[src/rtl/pdsd_pkg.sv]
// Shared constants and types for the packed delta sample decoder.
// Used by the top level and its checker; has no dependencies.
package pdsd_pkg;

    localparam logic [1:0] OP_START = 2'd0;
    localparam logic [1:0] OP_REF   = 2'd1;
    localparam logic [1:0] OP_DATA  = 2'd2;

    localparam int SAMPLE_W   = 32;
    localparam int WIDTH_W    = 6;
    localparam int CFG_W      = 4;
    localparam int CHAN_W     = 3;
    localparam int OPC_W      = 2;
    localparam int S_TDATA_W  = 40;
    localparam int FCNT_W     = 6;
    localparam int AVAIL_W    = 7;

    typedef logic [SAMPLE_W-1:0]   word_t;
    typedef logic [2*SAMPLE_W-1:0] dword_t;

endpackage

[src/rtl/pdsd_mod.sv]
// Iterative remainder unit: one restoring subtract step per cycle.
// Recovers the channel phase from the sample count; no package dependency.
module pdsd_mod #(
    parameter int SC_W  = 11,
    parameter int NCH_W = 4,
    parameter int CH_W  = 3
) (
    input  logic             aclk,
    input  logic             aresetn,
    input  logic             start,
    input  logic [SC_W-1:0]  dividend,
    input  logic [NCH_W-1:0] divisor,
    output logic             done,
    output logic [CH_W-1:0]  remainder
);

    localparam int STEP_W = $clog2(SC_W + 1);

    logic              busy_reg, busy_next;
    logic              done_reg, done_next;
    logic [STEP_W-1:0] step_reg, step_next;
    logic [SC_W-1:0]   dvd_reg, dvd_next;
    logic [NCH_W-1:0]  rem_reg, rem_next;
    logic [NCH_W:0]    rem_sh;
    logic [NCH_W:0]    rem_sub;

    always_comb begin
        busy_next = busy_reg;
        done_next = 1'b0;
        step_next = step_reg;
        dvd_next  = dvd_reg;
        rem_next  = rem_reg;
        rem_sh    = {rem_reg, dvd_reg[SC_W-1]};
        rem_sub   = rem_sh - {1'b0, divisor};
        if (start) begin
            busy_next = 1'b1;
            step_next = STEP_W'(SC_W);
            dvd_next  = dividend;
            rem_next  = '0;
        end else if (busy_reg) begin
            dvd_next  = dvd_reg << 1;
            rem_next  = (rem_sh >= {1'b0, divisor}) ? rem_sub[NCH_W-1:0]
                                                    : rem_sh[NCH_W-1:0];
            step_next = step_reg - STEP_W'(1);
            if (step_reg == STEP_W'(1)) begin
                busy_next = 1'b0;
                done_next = 1'b1;
            end
        end
    end

    always_ff @(posedge aclk) begin
        if (!aresetn) begin
            busy_reg <= 1'b0;
            done_reg <= 1'b0;
            step_reg <= '0;
        end else begin
            busy_reg <= busy_next;
            done_reg <= done_next;
            step_reg <= step_next;
        end
        dvd_reg <= dvd_next;
        rem_reg <= rem_next;
    end

    assign done      = done_reg;
    assign remainder = CH_W'(rem_reg);

endmodule

[src/rtl/packed_delta_sample_decoder_top.sv]
// Top level of the packed delta sample decoder.
// Depends on pdsd_pkg and instantiates the remainder unit pdsd_mod.
//
// Usage: beats on the s_ channel carry an opcode in s_tuser (block start,
// channel reference word, packed data word). A block start sets the field
// width; reference beats load one channel each; each data beat is then cut
// into fields that are sign-extended and accumulated per channel. Decoded
// samples leave on the m_ channel, one beat per field, with the channel in
// m_tuser and m_tlast on the final sample of the block.
// Start, reference and ignored beats leave s_tready high. A data beat holding
// N fields keeps s_tready low after acceptance while the field extractor
// issues one sample per cycle through the output register, as long as
// m_tready allows. After a write of cfg_wr_data, the next data beat first
// waits while the remainder unit recomputes the channel phase one bit per cycle.
// When m_tready is low the extractor pauses and the output beat holds.
// Reset clears the sequencer and the output valid; the channel count
// returns to one and no block is open.
module packed_delta_sample_decoder_top
    import pdsd_pkg::*;
#(
    parameter int SAMPLES_PER_BLOCK = 128,
    parameter int MAX_CHANNELS      = 8
) (
    input  logic                 aclk,
    input  logic                 aresetn,
    input  logic                 cfg_wr_en,
    input  logic [CFG_W-1:0]     cfg_wr_data,   // num_channels
    input  logic                 s_tvalid,
    output logic                 s_tready,
    input  logic [S_TDATA_W-1:0] s_tdata,       // data_word, sample_width, zero pad
    input  logic [OPC_W-1:0]     s_tuser,       // opcode
    output logic                 m_tvalid,
    input  logic                 m_tready,
    output logic [SAMPLE_W-1:0]  m_tdata,       // sample
    output logic [CHAN_W-1:0]    m_tuser,       // channel
    output logic                 m_tlast
);

    localparam int TOTAL_MAX = MAX_CHANNELS * SAMPLES_PER_BLOCK;
    localparam int SC_W      = $clog2(TOTAL_MAX + 1);
    localparam int NCH_W     = $clog2(MAX_CHANNELS + 1);
    localparam int CH_W      = (MAX_CHANNELS > 1) ? $clog2(MAX_CHANNELS) : 1;

    localparam logic [1:0] ST_IDLE = 2'd0;
    localparam logic [1:0] ST_MOD  = 2'd1;
    localparam logic [1:0] ST_RUN  = 2'd2;

    logic [1:0]         state_reg, state_next;
    logic [CFG_W-1:0]   ncfg_reg, ncfg_next;
    logic [WIDTH_W-1:0] fw_reg, fw_next;
    word_t              lo_bits_reg, lo_bits_next;
    logic [WIDTH_W-1:0] lo_cnt_reg, lo_cnt_next;
    logic [SC_W-1:0]    scnt_reg, scnt_next;
    logic [NCH_W-1:0]   rcnt_reg, rcnt_next;
    logic               active_reg, active_next;
    logic               stale_reg, stale_next;
    logic [CH_W-1:0]    ch_reg, ch_next;
    dword_t             buf_reg, buf_next;
    logic [AVAIL_W-1:0] avail_reg, avail_next;
    logic [FCNT_W-1:0]  fcnt_reg, fcnt_next;
    logic               mvalid_reg, mvalid_next;
    word_t              mdata_reg, mdata_next;
    logic [CHAN_W-1:0]  muser_reg, muser_next;
    logic               mlast_reg, mlast_next;

    word_t              prev_mem [MAX_CHANNELS];
    logic               mem_we;
    logic [CH_W-1:0]    mem_addr;
    word_t              mem_wdata;
    word_t              prev_rd;

    logic [NCH_W-1:0]   nch;
    logic [SC_W-1:0]    total;
    logic [WIDTH_W-1:0] sw_in;
    logic [WIDTH_W-1:0] sw_clamp;
    logic               in_acc;
    logic               out_free;
    logic [AVAIL_W-1:0] shamt;
    dword_t             shifted;
    word_t              fmask;
    word_t              field;
    word_t              sext;
    word_t              lmask;
    logic               can_emit;
    logic               is_ref;
    word_t              value;
    logic               last;
    logic [SC_W-1:0]    scnt_inc;
    logic               mod_start;
    logic               mod_done;
    logic [CH_W-1:0]    mod_rem;

    always_comb begin
        if (ncfg_reg == '0) begin
            nch = NCH_W'(1);
        end else if (32'(ncfg_reg) > MAX_CHANNELS) begin
            nch = NCH_W'(MAX_CHANNELS);
        end else begin
            nch = NCH_W'(ncfg_reg);
        end
    end

    assign total    = SC_W'(nch) * SC_W'(SAMPLES_PER_BLOCK);
    assign sw_in    = s_tdata[SAMPLE_W +: WIDTH_W];
    assign sw_clamp = (sw_in == '0) ? WIDTH_W'(1)
                    : ((sw_in > WIDTH_W'(32)) ? WIDTH_W'(32) : sw_in);

    assign s_tready = (state_reg == ST_IDLE) && aresetn;
    assign in_acc   = s_tvalid && s_tready;
    assign out_free = !mvalid_reg || m_tready;

    assign shamt    = avail_reg - AVAIL_W'(fw_reg);
    assign shifted  = buf_reg >> shamt;
    assign fmask    = word_t'((33'd1 << fw_reg) - 33'd1);
    assign field    = shifted[SAMPLE_W-1:0] & fmask;
    assign sext     = ((fw_reg != WIDTH_W'(32)) && field[5'(fw_reg - WIDTH_W'(1))])
                    ? (field | ~fmask) : field;
    assign lmask    = (avail_reg[AVAIL_W-1:5] != '0) ? '1
                    : word_t'((33'd1 << avail_reg[4:0]) - 33'd1);
    assign can_emit = active_reg && (avail_reg >= AVAIL_W'(fw_reg))
                    && (fcnt_reg < FCNT_W'(32));

    assign prev_rd  = prev_mem[ch_reg];
    assign is_ref   = scnt_reg < SC_W'(nch);
    assign value    = is_ref ? prev_rd : (prev_rd + sext);
    assign scnt_inc = scnt_reg + SC_W'(1);
    assign last     = scnt_inc >= total;

    always_comb begin
        state_next   = state_reg;
        ncfg_next    = ncfg_reg;
        fw_next      = fw_reg;
        lo_bits_next = lo_bits_reg;
        lo_cnt_next  = lo_cnt_reg;
        scnt_next    = scnt_reg;
        rcnt_next    = rcnt_reg;
        active_next  = active_reg;
        stale_next   = stale_reg;
        ch_next      = ch_reg;
        buf_next     = buf_reg;
        avail_next   = avail_reg;
        fcnt_next    = fcnt_reg;
        mvalid_next  = mvalid_reg && !m_tready;
        mdata_next   = mdata_reg;
        muser_next   = muser_reg;
        mlast_next   = mlast_reg;
        mem_we       = 1'b0;
        mem_addr     = ch_reg;
        mem_wdata    = value;
        mod_start    = 1'b0;

        unique case (state_reg)
            ST_IDLE: begin
                if (in_acc) begin
                    case (s_tuser)
                        OP_START: begin
                            fw_next      = sw_clamp;
                            lo_bits_next = '0;
                            lo_cnt_next  = '0;
                            scnt_next    = '0;
                            rcnt_next    = '0;
                            active_next  = 1'b1;
                            ch_next      = '0;
                            stale_next   = 1'b0;
                        end
                        OP_REF: begin
                            if (active_reg && (rcnt_reg < nch)) begin
                                mem_we    = 1'b1;
                                mem_addr  = CH_W'(rcnt_reg);
                                mem_wdata = s_tdata[SAMPLE_W-1:0];
                                rcnt_next = rcnt_reg + NCH_W'(1);
                            end
                        end
                        OP_DATA: begin
                            if (active_reg && (rcnt_reg >= nch)) begin
                                buf_next   = {lo_bits_reg, s_tdata[SAMPLE_W-1:0]};
                                avail_next = AVAIL_W'(lo_cnt_reg) + AVAIL_W'(32);
                                fcnt_next  = '0;
                                if (stale_reg) begin
                                    mod_start  = 1'b1;
                                    state_next = ST_MOD;
                                end else begin
                                    state_next = ST_RUN;
                                end
                            end
                        end
                        default: begin
                        end
                    endcase
                end
            end
            ST_MOD: begin
                if (mod_done) begin
                    ch_next    = mod_rem;
                    stale_next = 1'b0;
                    state_next = ST_RUN;
                end
            end
            ST_RUN: begin
                if (can_emit) begin
                    if (out_free) begin
                        mvalid_next = 1'b1;
                        mdata_next  = value;
                        muser_next  = CHAN_W'({{CHAN_W{1'b0}}, ch_reg});
                        mlast_next  = last;
                        mem_we      = !is_ref;
                        scnt_next   = scnt_inc;
                        ch_next     = (NCH_W'(ch_reg) == nch - NCH_W'(1))
                                    ? '0 : ch_reg + CH_W'(1);
                        avail_next  = avail_reg - AVAIL_W'(fw_reg);
                        fcnt_next   = fcnt_reg + FCNT_W'(1);
                        if (last) begin
                            active_next = 1'b0;
                        end
                    end
                end else begin
                    if (active_reg) begin
                        lo_cnt_next  = avail_reg[WIDTH_W-1:0];
                        lo_bits_next = buf_reg[SAMPLE_W-1:0] & lmask;
                    end else begin
                        lo_cnt_next  = '0;
                        lo_bits_next = '0;
                    end
                    state_next = ST_IDLE;
                end
            end
            default: begin
                state_next = ST_IDLE;
            end
        endcase

        if (cfg_wr_en) begin
            ncfg_next  = cfg_wr_data;
            stale_next = 1'b1;
        end
    end

    always_ff @(posedge aclk) begin
        if (!aresetn) begin
            state_reg   <= ST_IDLE;
            ncfg_reg    <= CFG_W'(1);
            fw_reg      <= WIDTH_W'(1);
            lo_bits_reg <= '0;
            lo_cnt_reg  <= '0;
            scnt_reg    <= '0;
            rcnt_reg    <= '0;
            active_reg  <= 1'b0;
            stale_reg   <= 1'b0;
            ch_reg      <= '0;
            mvalid_reg  <= 1'b0;
        end else begin
            state_reg   <= state_next;
            ncfg_reg    <= ncfg_next;
            fw_reg      <= fw_next;
            lo_bits_reg <= lo_bits_next;
            lo_cnt_reg  <= lo_cnt_next;
            scnt_reg    <= scnt_next;
            rcnt_reg    <= rcnt_next;
            active_reg  <= active_next;
            stale_reg   <= stale_next;
            ch_reg      <= ch_next;
            mvalid_reg  <= mvalid_next;
        end
        buf_reg   <= buf_next;
        avail_reg <= avail_next;
        fcnt_reg  <= fcnt_next;
        mdata_reg <= mdata_next;
        muser_reg <= muser_next;
        mlast_reg <= mlast_next;
    end

    always_ff @(posedge aclk) begin
        if (mem_we) begin
            prev_mem[mem_addr] <= mem_wdata;
        end
    end

    pdsd_mod #(
        .SC_W  (SC_W),
        .NCH_W (NCH_W),
        .CH_W  (CH_W)
    ) u_mod (
        .aclk      (aclk),
        .aresetn   (aresetn),
        .start     (mod_start),
        .dividend  (scnt_reg),
        .divisor   (nch),
        .done      (mod_done),
        .remainder (mod_rem)
    );

    assign m_tvalid = mvalid_reg;
    assign m_tdata  = mdata_reg;
    assign m_tuser  = muser_reg;
    assign m_tlast  = mlast_reg;

endmodule

[config.mk]
export PLATFORM = sky130hd
export DESIGN_NAME = packed_delta_sample_decoder_top
export DESIGN_NICKNAME = d
export VERILOG_FILES = /design/src/rtl/pdsd_pkg.sv /design/src/rtl/pdsd_mod.sv /design/src/rtl/packed_delta_sample_decoder_top.sv
export SDC_FILE = /design/constraint.sdc
export NUM_CORES = 1
export LEC_CHECK = 0
export BUFFER_PORTS_ARGS = -buffer_cell sky130_fd_sc_hd__buf_2
export CELL_PAD_IN_SITES_DETAIL_PLACEMENT = 1
export CELL_PAD_IN_SITES_GLOBAL_PLACEMENT = 2
export CORE_MARGIN = 2
export CORE_UTILIZATION = 47
export DETAILED_ROUTE_END_ITERATION = 8
export HOLD_SLACK_MARGIN = 0.03
export PLACE_DENSITY_LB_ADDON = 0.2
export SLEW_MARGIN = 25
export SYNTH_ARGS = -nofsm -noshare
export SYNTH_HDL_FRONTEND = slang
export SYNTH_SLANG_ARGS = --single-unit
[constraint.sdc]
create_clock -name aclk -period 11.45 [get_ports aclk]
set_input_delay 0 -clock aclk [delete_from_list [all_inputs] [get_ports aclk]]
set_output_delay 0 -clock aclk [all_outputs]
set_load 0.005 [all_outputs]
# After elaboration in Yosys (flattened, before gate mapping)
# Memory sizes are Yosys's and may differ from the RTL's. A register that Yosys moved wholly into a read port is not among the register bits.
# Index checks and enable logic that the tools add are counted.
[op_classes]
magnitude_cmp = 10
add_sub_neg = 13
shift = 3
bitwise_logic = 6
n_mux = 98
n_eq_ne = 20
n_reduce_logical = 35
[op_table]
columns = ["op", "count"]
rows = [
  ["2-to-1 mux 32 bit", 11],
  ["2-to-1 mux 11 bit", 6],
  ["2-to-1 mux 6 bit", 11],
  ["bitwise AND 32 bit", 2],
  ["one-hot mux 32 bit (2 select lines)", 1],
  ["right shift 64 x 7 -> 32 bit", 1],
  ["subtractor 32 x 1 -> 32 bit, second input constant", 2],
  ["2-to-1 mux 3 bit", 12],
  ["2-to-1 mux 7 bit", 5],
  ["adder 32 bit", 1],
  ["NOT 32 bit", 1],
  ["OR 32 bit", 1],
  ["<< shifter 1 x 5 -> 32 bit, first input constant", 1],
  ["<< shifter 1 x 6 -> 32 bit, first input constant", 1],
  ["2-to-1 mux 1 bit", 29],
  ["2-to-1 mux 4 bit", 6],
  ["one-hot mux 6 bit (2 select lines)", 2],
  ["one-hot mux 11 bit (2 select lines)", 1],
  ["AND reduction 6 bit", 3],
  ["AND reduction 4 bit", 4],
  ["one-hot mux 7 bit (2 select lines)", 1],
  ["2-to-1 mux 2 bit", 6],
  ["inequality test 2 bit, second input constant", 6],
  ["adder 11 x 1 -> 11 bit, second input constant", 1],
  ["44 further kinds", 70],
]
[word_totals]
ff_bits = 205
memories = 1
ram_bits = 256
out_inout_bits = 38
word_cells = 209
[memory_table]
columns = ["memory", "words", "width", "rd", "rd_clocked_by_memory_dff", "wr", "line_no", "source"]
rows = [
  ["prev_mem", 8, 32, 1, 1, 1, "packed_delta_sample_decoder_top.sv:66", "word_t prev_mem [MAX_CHANNELS];"],
]

# Longest topological paths before layout
# Gate-level depths: netlist of the first run.
[depth]
word_depth = 13
depth_mapped = 34
mapped_depth_nobuf = 29

# By module
# From an unflattened synthesis of the first run, not the netlist that was laid out.
[unflattened]
hier_cells = 2252
area_unflattened_um2 = 27244.9
[modules_own_cells]
columns = ["module", "n_inst", "area_each_um2", "seq_area_each_um2", "cells_per_inst"]
rows = [
  ["packed_delta_sample_decoder_top", 1, 26123.8, 12562.0, 2154],
  ["pdsd_mod", 1, 1121.1, 530.5, 98],
]

# Least setup slack after synthesis of the first run
# No wires, ideal clock.
[synth_timing]
path_type = "register to register"
start = "reg fw_reg[0]"
end = "mem prev_mem[0][30] (netlist bit) (data pin)"
path_stages_with_launch = 32
setup_slack_ns = 4.041
n_path_buf = 3
synth_period_minus_slack_ns = 7.409
t_required_ns = 11.186
t_arrival_ns = 7.145
cell_sequence = "dfxtp_1 -> clkbuf_1 -> inv_1 -> ha_1 -> buf_1 -> buf_1 -> nand3_1 -> ha_1 -> o31ai_2 -> a211oi_2 -> nand3_1 -> mux2_2 -> a2111oi_0 -> a311o_1 -> a221oi_1 -> o32a_1 -> a41oi_1 -> nand2_1 -> nand2_1 -> ha_1 -> a21o_1 -> a21oi_1 -> o21bai_1 -> a21o_1 -> a21oi_1 -> o21ai_0 -> o21ai_0 -> o21ai_0 -> a311oi_1 -> o21ai_0 -> and4_1 -> nor3_1"
[synth_via]
elab_chain_cells = 13
[synth_rtl]
columns = ["item", "line_no", "source"]
rows = [
  ["start: declaration", "packed_delta_sample_decoder_top.sv:50", "logic [WIDTH_W-1:0] fw_reg, fw_next;"],
  ["start signal: assignment", "packed_delta_sample_decoder_top.sv:254", "fw_reg <= fw_next;"],
  ["subtractor 7 x 6 -> 7 bit / << shifter 1 x 6 -> 32 bit (equally long branches)", "packed_delta_sample_decoder_top.sv:112, packed_delta_sample_decoder_top.sv:114", ""],
  ["right shift 64 x 7 -> 32 bit / subtractor 32 x 1 -> 32 bit (equally long branches)", "packed_delta_sample_decoder_top.sv:113, packed_delta_sample_decoder_top.sv:114", ""],
  ["bitwise AND 32 bit", "packed_delta_sample_decoder_top.sv:115", "assign field = shifted[SAMPLE_W-1:0] & fmask;"],
  ["binary-select mux 1 bit (select 5 bit)", "packed_delta_sample_decoder_top.sv:116", "assign sext = ((fw_reg != WIDTH_W'(32)) && field[5'(fw_reg - WIDTH_W'(1))])"],
  ["2-to-1 mux 1 bit (implied by the code)", "packed_delta_sample_decoder_top.sv:116", ""],
  ["logical AND 1 bit", "packed_delta_sample_decoder_top.sv:116", ""],
  ["2-to-1 mux 32 bit (*)", "packed_delta_sample_decoder_top.sv:117", "? (field | ~fmask) : field;"],
  ["adder 32 bit (*)", "packed_delta_sample_decoder_top.sv:125", "assign value = is_ref ? prev_rd : (prev_rd + sext);"],
  ["2-to-1 mux 32 bit (*)", "packed_delta_sample_decoder_top.sv:125", ""],
  ["2-to-1 mux 32 bit", "packed_delta_sample_decoder_top.sv:167", "if (active_reg && (rcnt_reg < nch)) begin"],
  ["2-to-1 mux 32 bit", "packed_delta_sample_decoder_top.sv:155", "case (s_tuser)"],
  ["2-to-1 mux 32 bit", "packed_delta_sample_decoder_top.sv:154", "if (in_acc) begin"],
  ["2-to-1 mux 32 bit (*)", "packed_delta_sample_decoder_top.sv:152", "unique case (state_reg)"],
  ["named net mem_wdata[30]", "packed_delta_sample_decoder_top.sv:69", "word_t mem_wdata;"],
  ["end: declaration", "packed_delta_sample_decoder_top.sv:66", ""],
]
# The timed path passes the listed nets; every way through them passes the cells marked *. The select of a mux whose other input is x is not followed.

# Final worst setup path of the first run
[layout_timing]
start = "reg avail_reg[0]"
end = "mem prev_mem[6][30] (netlist bit) (data pin)"
[layout_via]
elab_chain_cells = 13
[layout_rtl]
columns = ["item", "line_no", "source"]
rows = [
  ["start: declaration", "packed_delta_sample_decoder_top.sv:59", "logic [AVAIL_W-1:0] avail_reg, avail_next;"],
  ["start signal: assignment", "packed_delta_sample_decoder_top.sv:265", "avail_reg <= avail_next;"],
  ["subtractor 7 x 6 -> 7 bit (*)", "packed_delta_sample_decoder_top.sv:112", "assign shamt = avail_reg - AVAIL_W'(fw_reg);"],
  ["right shift 64 x 7 -> 32 bit (*)", "packed_delta_sample_decoder_top.sv:113", "assign shifted = buf_reg >> shamt;"],
  ["bitwise AND 32 bit (*)", "packed_delta_sample_decoder_top.sv:115", ""],
  ["binary-select mux 1 bit (select 5 bit)", "packed_delta_sample_decoder_top.sv:116", ""],
  ["2-to-1 mux 1 bit (implied by the code)", "packed_delta_sample_decoder_top.sv:116", ""],
  ["logical AND 1 bit", "packed_delta_sample_decoder_top.sv:116", ""],
  ["2-to-1 mux 32 bit (*)", "packed_delta_sample_decoder_top.sv:117", ""],
  ["adder 32 bit (*)", "packed_delta_sample_decoder_top.sv:125", ""],
  ["2-to-1 mux 32 bit (*)", "packed_delta_sample_decoder_top.sv:125", ""],
  ["2-to-1 mux 32 bit", "packed_delta_sample_decoder_top.sv:167", ""],
  ["2-to-1 mux 32 bit", "packed_delta_sample_decoder_top.sv:155", ""],
  ["2-to-1 mux 32 bit", "packed_delta_sample_decoder_top.sv:154", ""],
  ["2-to-1 mux 32 bit (*)", "packed_delta_sample_decoder_top.sv:152", ""],
  ["named net mem_wdata[30]", "packed_delta_sample_decoder_top.sv:69", ""],
]
# Marked as above.

==> results of run 1 <==
worst register-to-register path: cells and delay by family (launching register included):
family                     cells  cell delay [ns]
and+or+nand+nor                3             0.96
adders and majority gates      3             1.61
muxes                          2             0.92
buffers and inverters          5             0.99
DFF                            1             0.38
AOI/OAI and AO/OA             17             4.52
worst max path at each step:
stage                            start         endpoint  cells past startpoint
after CTS                 avail_reg[0]  prev_mem[5][30]                     29
after detailed placement  avail_reg[0]  prev_mem[7][30]                     26
after global routing      avail_reg[0]  prev_mem[4][31]                     29
final                     avail_reg[0]  prev_mem[6][30]                     30
after floorplan              fw_reg[0]  prev_mem[0][30]                     31
after global placement    avail_reg[0]  prev_mem[6][30]                     29
cell families (layout without fill, tap and decap cells):
logic type | Yosys count | count (layout) | synth area share (%)
other | 0 | 1 | 0
adders and majority gates | 73 | 73 | 3.50
xor gates and xnor gates | 68 | 68 | 2.38
muxes | 269 | 269 | 16.5
and+or+nand+nor | 758 | 758 | 13.2
buffers and inverters | 188 | 319 | 3.16
DFF | 464 | 464 | 49.0
AOI/OAI and AO/OA | 475 | 475 | 12.2
metal layers:
metal	global-route usage, %	vias up	part of all wire (%)	wire (µm)
met2	50.0	665	48	42900
li1	-	8954	-	-
met5	0	-	0.015	13
met1	41.1	10400	43	38200
met4	11.6	2	3.9	3510
met3	3.90	161	5.2	4630
area by class of cell:
| class | count | area, µm² |
|---|---|---|
| inverters | 45 | 169 |
| repair buffers | 185 | 1330 |
| diodes | 1 | 2.50 |
| clock inverters | 24 | 248 |
| multi-input cells | 1643 | 12900 |
| flip-flops and latches | 464 | 13100 |
| fillers | 5771 | 26200 |
| well taps | 756 | 946 |
| clock buffers | 65 | 1330 |
layout by cell type, fill, tap and decap left out, types with 16 or more instances in the layout:
master / n
sky130_fd_sc_hd__edfxtp_1: 380
sky130_fd_sc_hd__nand2_1: 300
sky130_fd_sc_hd__nor2_1: 158
sky130_fd_sc_hd__mux4_2: 131
sky130_fd_sc_hd__o21ai_0: 108
sky130_fd_sc_hd__buf_2: 86
sky130_fd_sc_hd__dfxtp_1: 82
sky130_fd_sc_hd__a21oi_1: 79
sky130_fd_sc_hd__mux2i_1: 73
sky130_fd_sc_hd__ha_1: 69
sky130_fd_sc_hd__mux2_2: 65
sky130_fd_sc_hd__nor2b_1: 55
sky130_fd_sc_hd__nand3_1: 51
sky130_fd_sc_hd__clkbuf_16: 50
sky130_fd_sc_hd__dlygate4sd3_1: 49
sky130_fd_sc_hd__buf_4: 48
sky130_fd_sc_hd__inv_1: 43
sky130_fd_sc_hd__xnor2_1: 41
sky130_fd_sc_hd__nor3_1: 34
sky130_fd_sc_hd__a32oi_1: 29
sky130_fd_sc_hd__nand2b_1: 22
sky130_fd_sc_hd__a21o_1: 22
sky130_fd_sc_hd__xor2_1: 22
sky130_fd_sc_hd__o21ai_1: 21
sky130_fd_sc_hd__and2_1: 19
sky130_fd_sc_hd__o211ai_1: 19
sky130_fd_sc_hd__a21boi_0: 18
sky130_fd_sc_hd__and3_1: 16
sky130_fd_sc_hd__nor4_1: 16
power by group through the flow:
stage	logic, mW	registers [mW]	clock network (mW)
6_report	0.544	1.84	1.58
2_1_floorplan	0.352	1.88	0
4_1_cts	0.534	1.84	1.60
3_5_place_dp	0.515	1.88	0
3_3_place_gp	0.500	1.88	0
5_1_grt	0.587	1.84	1.66
stage by stage:
stage,utilization [%],area [µm²],cells,hold slack (ns)
5_1_grt,53.4,30000,3182,0.106
4_1_cts,53.3,30000,3180,0.0568
2_1_floorplan,-,26700,2295,0.0989
3_3_place_gp,49.6,27900,3042,0.207
6_report,53.4,30000,3183,0.0526
3_5_place_dp,49.6,27900,3042,0.212
what timing repair did:
action	CTS	global route
hold buffers	49	0
resized for setup	0	0
endpoints found under the hold margin	276	0
setup buffers	0	0
==> impl_metrics.tcl, run 1 <==
set metrics [dict create \
    status "complete, no violations" \
    place_worst_setup_slack_ns 1.64 \
    syn_nets 2419 \
    cts_num_sinks 464 \
    crit_path_end_kind "register" \
    final.setup_skew_ns 0.0295 \
    design.final.nets 2513 \
    critical_path.startpoint_type "register" \
    seq_area_frac_synth_pct 49.0 \
    routedWlPerCell_um 28.0 \
    fin_total_pwr_mw 3.97 \
    rsz_0062_raised_after_global_routing "false" \
    core_region_area_mm2 0.0563 \
    whs_endpoint "rcnt_reg[1]" \
    largest_register_ff_count 256 \
    holdCritPathClass "in2reg" \
    crit_arrival_ns 9.98 \
    synth.top_cell.area_share_pct 42.7 \
    worst_hold_path.num_cells 4 \
    chipWidth_um 242 \
    irDropWorstVdd_uv 158 \
    timing.rr.end "prev_mem[6][30]" \
    synth_ff_type "sky130_fd_sc_hd__edfxtp_1" \
    cts-htree-levels 2 \
    count_of_port_buffers_added_during_placement 86 \
    critical-path-top-delay-family "compound AO/OA/AOI/OAI gates" \
    max_freq_mhz 103 \
    synth_common_cells "sky130_fd_sc_hd__edfxtp_1 (380), sky130_fd_sc_hd__nand2_1 (300), sky130_fd_sc_hd__nor2_1 (170)" \
    syn_area_mm2 0.0267 \
    worstMarginPinSlew_ns 1.04 \
    detail-route-antenna-nets 0 \
    synthArstFlopShare_pct 0 \
    regToRegSetupSlack_ns 1.79 \
    power.switching_fraction_pct 26.3 \
    layout_overhead_on_the_synthesized_area_pct 12.5 \
    highest_delay_cell_along_the_critical_path "sky130_fd_sc_hd__fa_4" \
    first_pass_iters 8 \
    grt_max_degree 76 \
    finalSetupTns_ns 0 \
    grt_first_pass_wirelength_um 135000 \
    initial_core_util_pct 47.4 \
    tritoncts "yes" \
    p_comb_share_pct 13.7 \
    cts_made_buffers 50 \
    power_frac_clock_pct 39.8 \
    synth.lib_cells_used.distinct 92 \
    timing.critical_path.fanout_max 52 \
    overflow 0 \
    slew_viol_final 0 \
    launch_point_of_the_worst_hold_path "s_tuser[0]" \
    post_route_cells_drive_above_1_share_pct 18.6 \
    share_of_total_power_in_sequential_cells_pct 46.5 \
    worst_skew_pair.late_latency_ns 0.62 \
    layout_setup_ws_ns 1.79 \
    syn_area_per_cell_um2 11.6 \
    number_of_antenna_violations_at_the_first_check_in_global_routing 2 \
    power.density_mw_per_mm2 132 \
    post_synth_main_area_contributors "sky130_fd_sc_hd__edfxtp_1 (43%), sky130_fd_sc_hd__mux4_2 (11%), sky130_fd_sc_hd__dfxtp_1 (6.3%), sky130_fd_sc_hd__nand2_1 (4.2%), sky130_fd_sc_hd__ha_1 (3.3%)" \
    cell_internal_pwr_mw 2.92 \
    grt_pass1_vias 20800 \
    critical_path.reg2reg.startpoint "avail_reg[0]" \
    synth_largest_area_cell "sky130_fd_sc_hd__edfxtp_1" \
    worstSetupPathType "reg2reg" \
    io_pins 89 \
    route.detailed.drc 0 \
    number_of_synthesized_flops_with_an_enable_pin 380 \
    r2r.worst_path.cells 30 \
    final.period_utilization_pct 84.4 \
    place_hpwl_um 62500 \
    die_h_um 242 \
    power_leakage_nw 10.5 \
    wirelength_um 89200 \
    cpMostUsedCell "sky130_fd_sc_hd__o21ai_0" \
    via_density 6.34 \
    clock-root-buffer "sky130_fd_sc_hd__clkbuf_16" \
    timing.max_cap.violations 0 \
    final-setup-viol-count 0 \
    synth-warning-count 0 \
    yosysMostFrequentCell "sky130_fd_sc_hd__edfxtp_1" \
    p_sw_mw 1.04 \
    design.die.area_mm2 0.0587 \
    timing.slew.headroom_pct 30.6 \
    detail_route.iter0.violations 1794 \
    final.min_clock_period_ns 9.66 \
    worst-path-buf-inv 5 \
    synthesis.instances 2295 \
    crit_required_ns 11.77 \
    cts-root-to-sink-buffers 3 \
    overall_via_count_from_detail_route 20200 \
    clk_pin_slew_worst_paths_ns 0.06 \
    postSynthRegisterBits 464 \
    timing_hold_violations_final 0 \
    slowest_delay_ns 0.97 \
    grt_util_all_layers_pct 30.4 \
    gpl.final_weighted_congestion 0.922 \
    row_count 87 \
]
Power figures use the tool's default switching activity.
==> inputs of run 2 (changes only) <==
Settings changed: CORE_UTILIZATION 47 to 44.
Clock period 11.45 ns to 9.6 ns, I/O delays scaled along.
==> run 2 against run 1 <==
- utilization down 2.9 points
- global-route usage down 1.9 points
- critical path depth up 2
- register-to-register slack worse by 1.2 ns
- non-clock buffer count up 15
- final area up 1.0%
- final cell count up 1.4%
- wire length up 0.19%
- critical path type unchanged
- critical endpoint is now prev_mem[3][30]
==> impl_metrics.tcl, run 2 (synthesis results as in run 1) <==
set metrics [dict create \
    number_of_antenna_violations_at_the_first_check_in_global_routing 2 \
    max_freq_mhz 111 \
    critical_path.startpoint_type "register" \
    via_density 6.24 \
    final.min_clock_period_ns 9.05 \
    clk_pin_slew_worst_paths_ns 0.06 \
    worstSetupPathType "reg2reg" \
    power_leakage_nw 10.7 \
    final.period_utilization_pct 94.2 \
    detail-route-antenna-nets 0 \
    clock-root-buffer "sky130_fd_sc_hd__clkbuf_16" \
    cts-root-to-sink-buffers 3 \
    place_worst_setup_slack_ns 0.425 \
    post_route_cells_drive_above_1_share_pct 19.1 \
    grt_first_pass_wirelength_um 134000 \
    worst_hold_path.num_cells 3 \
    cts_made_buffers 50 \
    fin_total_pwr_mw 4.90 \
    slowest_delay_ns 1.08 \
    timing.slew.headroom_pct 31.6 \
    placed_cell_area_mm2 0.0281 \
    worst_skew_pair.late_latency_ns 0.62 \
    tritoncts "yes" \
    worstMarginPinSlew_ns 1.02 \
    design.die.area_mm2 0.0627 \
    grt_max_degree 76 \
    chipWidth_um 250 \
    grt_pass1_vias 20700 \
    timing.max_cap.violations 0 \
    crit_required_ns 9.96 \
    layout_common_cells "sky130_fd_sc_hd__edfxtp_1 (380), sky130_fd_sc_hd__nand2_1 (300), sky130_fd_sc_hd__nor2_1 (160)" \
    crit_arrival_ns 9.40 \
    gpl.final_weighted_congestion 0.924 \
    cts-htree-levels 2 \
    io_pins 89 \
    crit_path_end_kind "register" \
    status "complete, no violations" \
    final_design_area_no_fill_mm2 0.0303 \
    p_sw_mw 1.25 \
    grt_util_all_layers_pct 28.5 \
    final-setup-viol-count 0 \
    design.final.nets 2528 \
    count_of_port_buffers_added_during_placement 86 \
    detail_route.iter0.violations 1674 \
    power.density_mw_per_mm2 162 \
    row_count 90 \
    die_h_um 250 \
    irDropWorstVdd_uv 151 \
    cpMostUsedCell "sky130_fd_sc_hd__o21ai_0" \
    holdCritPathClass "in2reg" \
    slew_viol_final 0 \
    first_pass_iters 5 \
    final.setup_skew_ns 0.0443 \
    route.detailed.drc 0 \
    overall_via_count_from_detail_route 20100 \
    largest_register_ff_count 256 \
    timing.critical_path.fanout_max 22 \
    routedWlPerCell_um 27.7 \
    timing_hold_violations_final 0 \
    power.switching_fraction_pct 25.4 \
    place_hpwl_um 63200 \
    power_frac_clock_pct 41.8 \
    finalSetupTns_ns 0 \
    initial_core_util_pct 44.4 \
    cts_num_sinks 464 \
    wirelength_um 89400 \
    layout_setup_ws_ns 0.554 \
    highest_delay_cell_along_the_critical_path "sky130_fd_sc_hd__fa_4" \
    share_of_total_power_in_sequential_cells_pct 44.8 \
    layout_commonest_cell "sky130_fd_sc_hd__edfxtp_1" \
    overflow 0 \
    layout_overhead_on_the_synthesized_area_pct 13.6 \
    p_comb_share_pct 13.4 \
    r2r.worst_path.cells 32 \
    core_region_area_mm2 0.0601 \
    cell_internal_pwr_mw 3.65 \
]
-- run 2: cell count changes in the layout (fill, tap and decap cells not counted), moves of 2 or more --
cell                        change
sky130_fd_sc_hd__clkinv_2       -9
sky130_fd_sc_hd__clkbuf_1       +4
sky130_fd_sc_hd__buf_4         +16
sky130_fd_sc_hd__nor2_2         -2
sky130_fd_sc_hd__clkinv_4       +2
sky130_fd_sc_hd__bufinv_16      +5
sky130_fd_sc_hd__nor2_1         +2
-- run 2: final cells by class --
cell class,count,area (µm²)
Antenna cell,1,2.50
Multi-Input combinational cell,1643,12900
Clock inverter,23,364
Clock buffer,71,1380
Fill cell,6297,29800
Tap cell,782,978
Inverter,45,169
Sequential cell,464,13100
Timing Repair Buffer,200,1430
-- run 2: metal layers --
| layer | part of all wire [%] | track usage (%) | routed length (µm) |
|---|---|---|---|
| met4 | 4.1 | 10.6 | 3660 |
| met1 | 43 | 38.5 | 38600 |
| met5 | 0 | 0 | 0 |
| met3 | 4.3 | 3.04 | 3830 |
| met2 | 48 | 47.5 | 43300 |
-- run 2: what timing repair did --
action,CTS,global route
buffers inserted,0,1
endpoints found under the setup margin,0,32
endpoints found under the hold margin,228,0
hold buffers,49,0
gates resized for setup,0,2
-- run 2: stage by stage --
stage,hold WS (ns),utilization (%),instances
floorplan,0.0989,-,2295
global placement,0.213,46.7,3084
detailed placement,0.212,46.7,3084
CTS,0.0427,50.4,3227
global route,0.0805,50.5,3229
finish,0.0747,50.5,3229
-- run 2: worst paths after layout --
check,startpoint,to,slack (ns)
worst max-delay path,avail_reg[0],prev_mem[3][30],0.55
worst min-delay path,aresetn,register,0.07
worst max register to register,avail_reg[0],prev_mem[3][30],0.55
worst min register to register,lo_bits_reg[10],buf_reg[42],0.43
-- run 2: power groups by stage --
stage	Clock [mW]	Sequential [mW]	Combinational (mW)
2_1_floorplan	0	2.24	0.420
4_1_cts	2.07	2.20	0.644
6_report	2.05	2.20	0.655
3_3_place_gp	0	2.24	0.605
5_1_grt	2.15	2.20	0.709
3_5_place_dp	0	2.24	0.623
-- run 2: critical path, delay by kind of cell, from the launching register on --
family | cells | cell delay [ns]
buffers and inverters | 5 | 0.90
AOI/OAI and AO/OA | 16 | 4.15
adders and majority gates | 3 | 1.73
DFF | 1 | 0.40
and+or+nand+nor | 4 | 0.51
muxes | 4 | 1.07
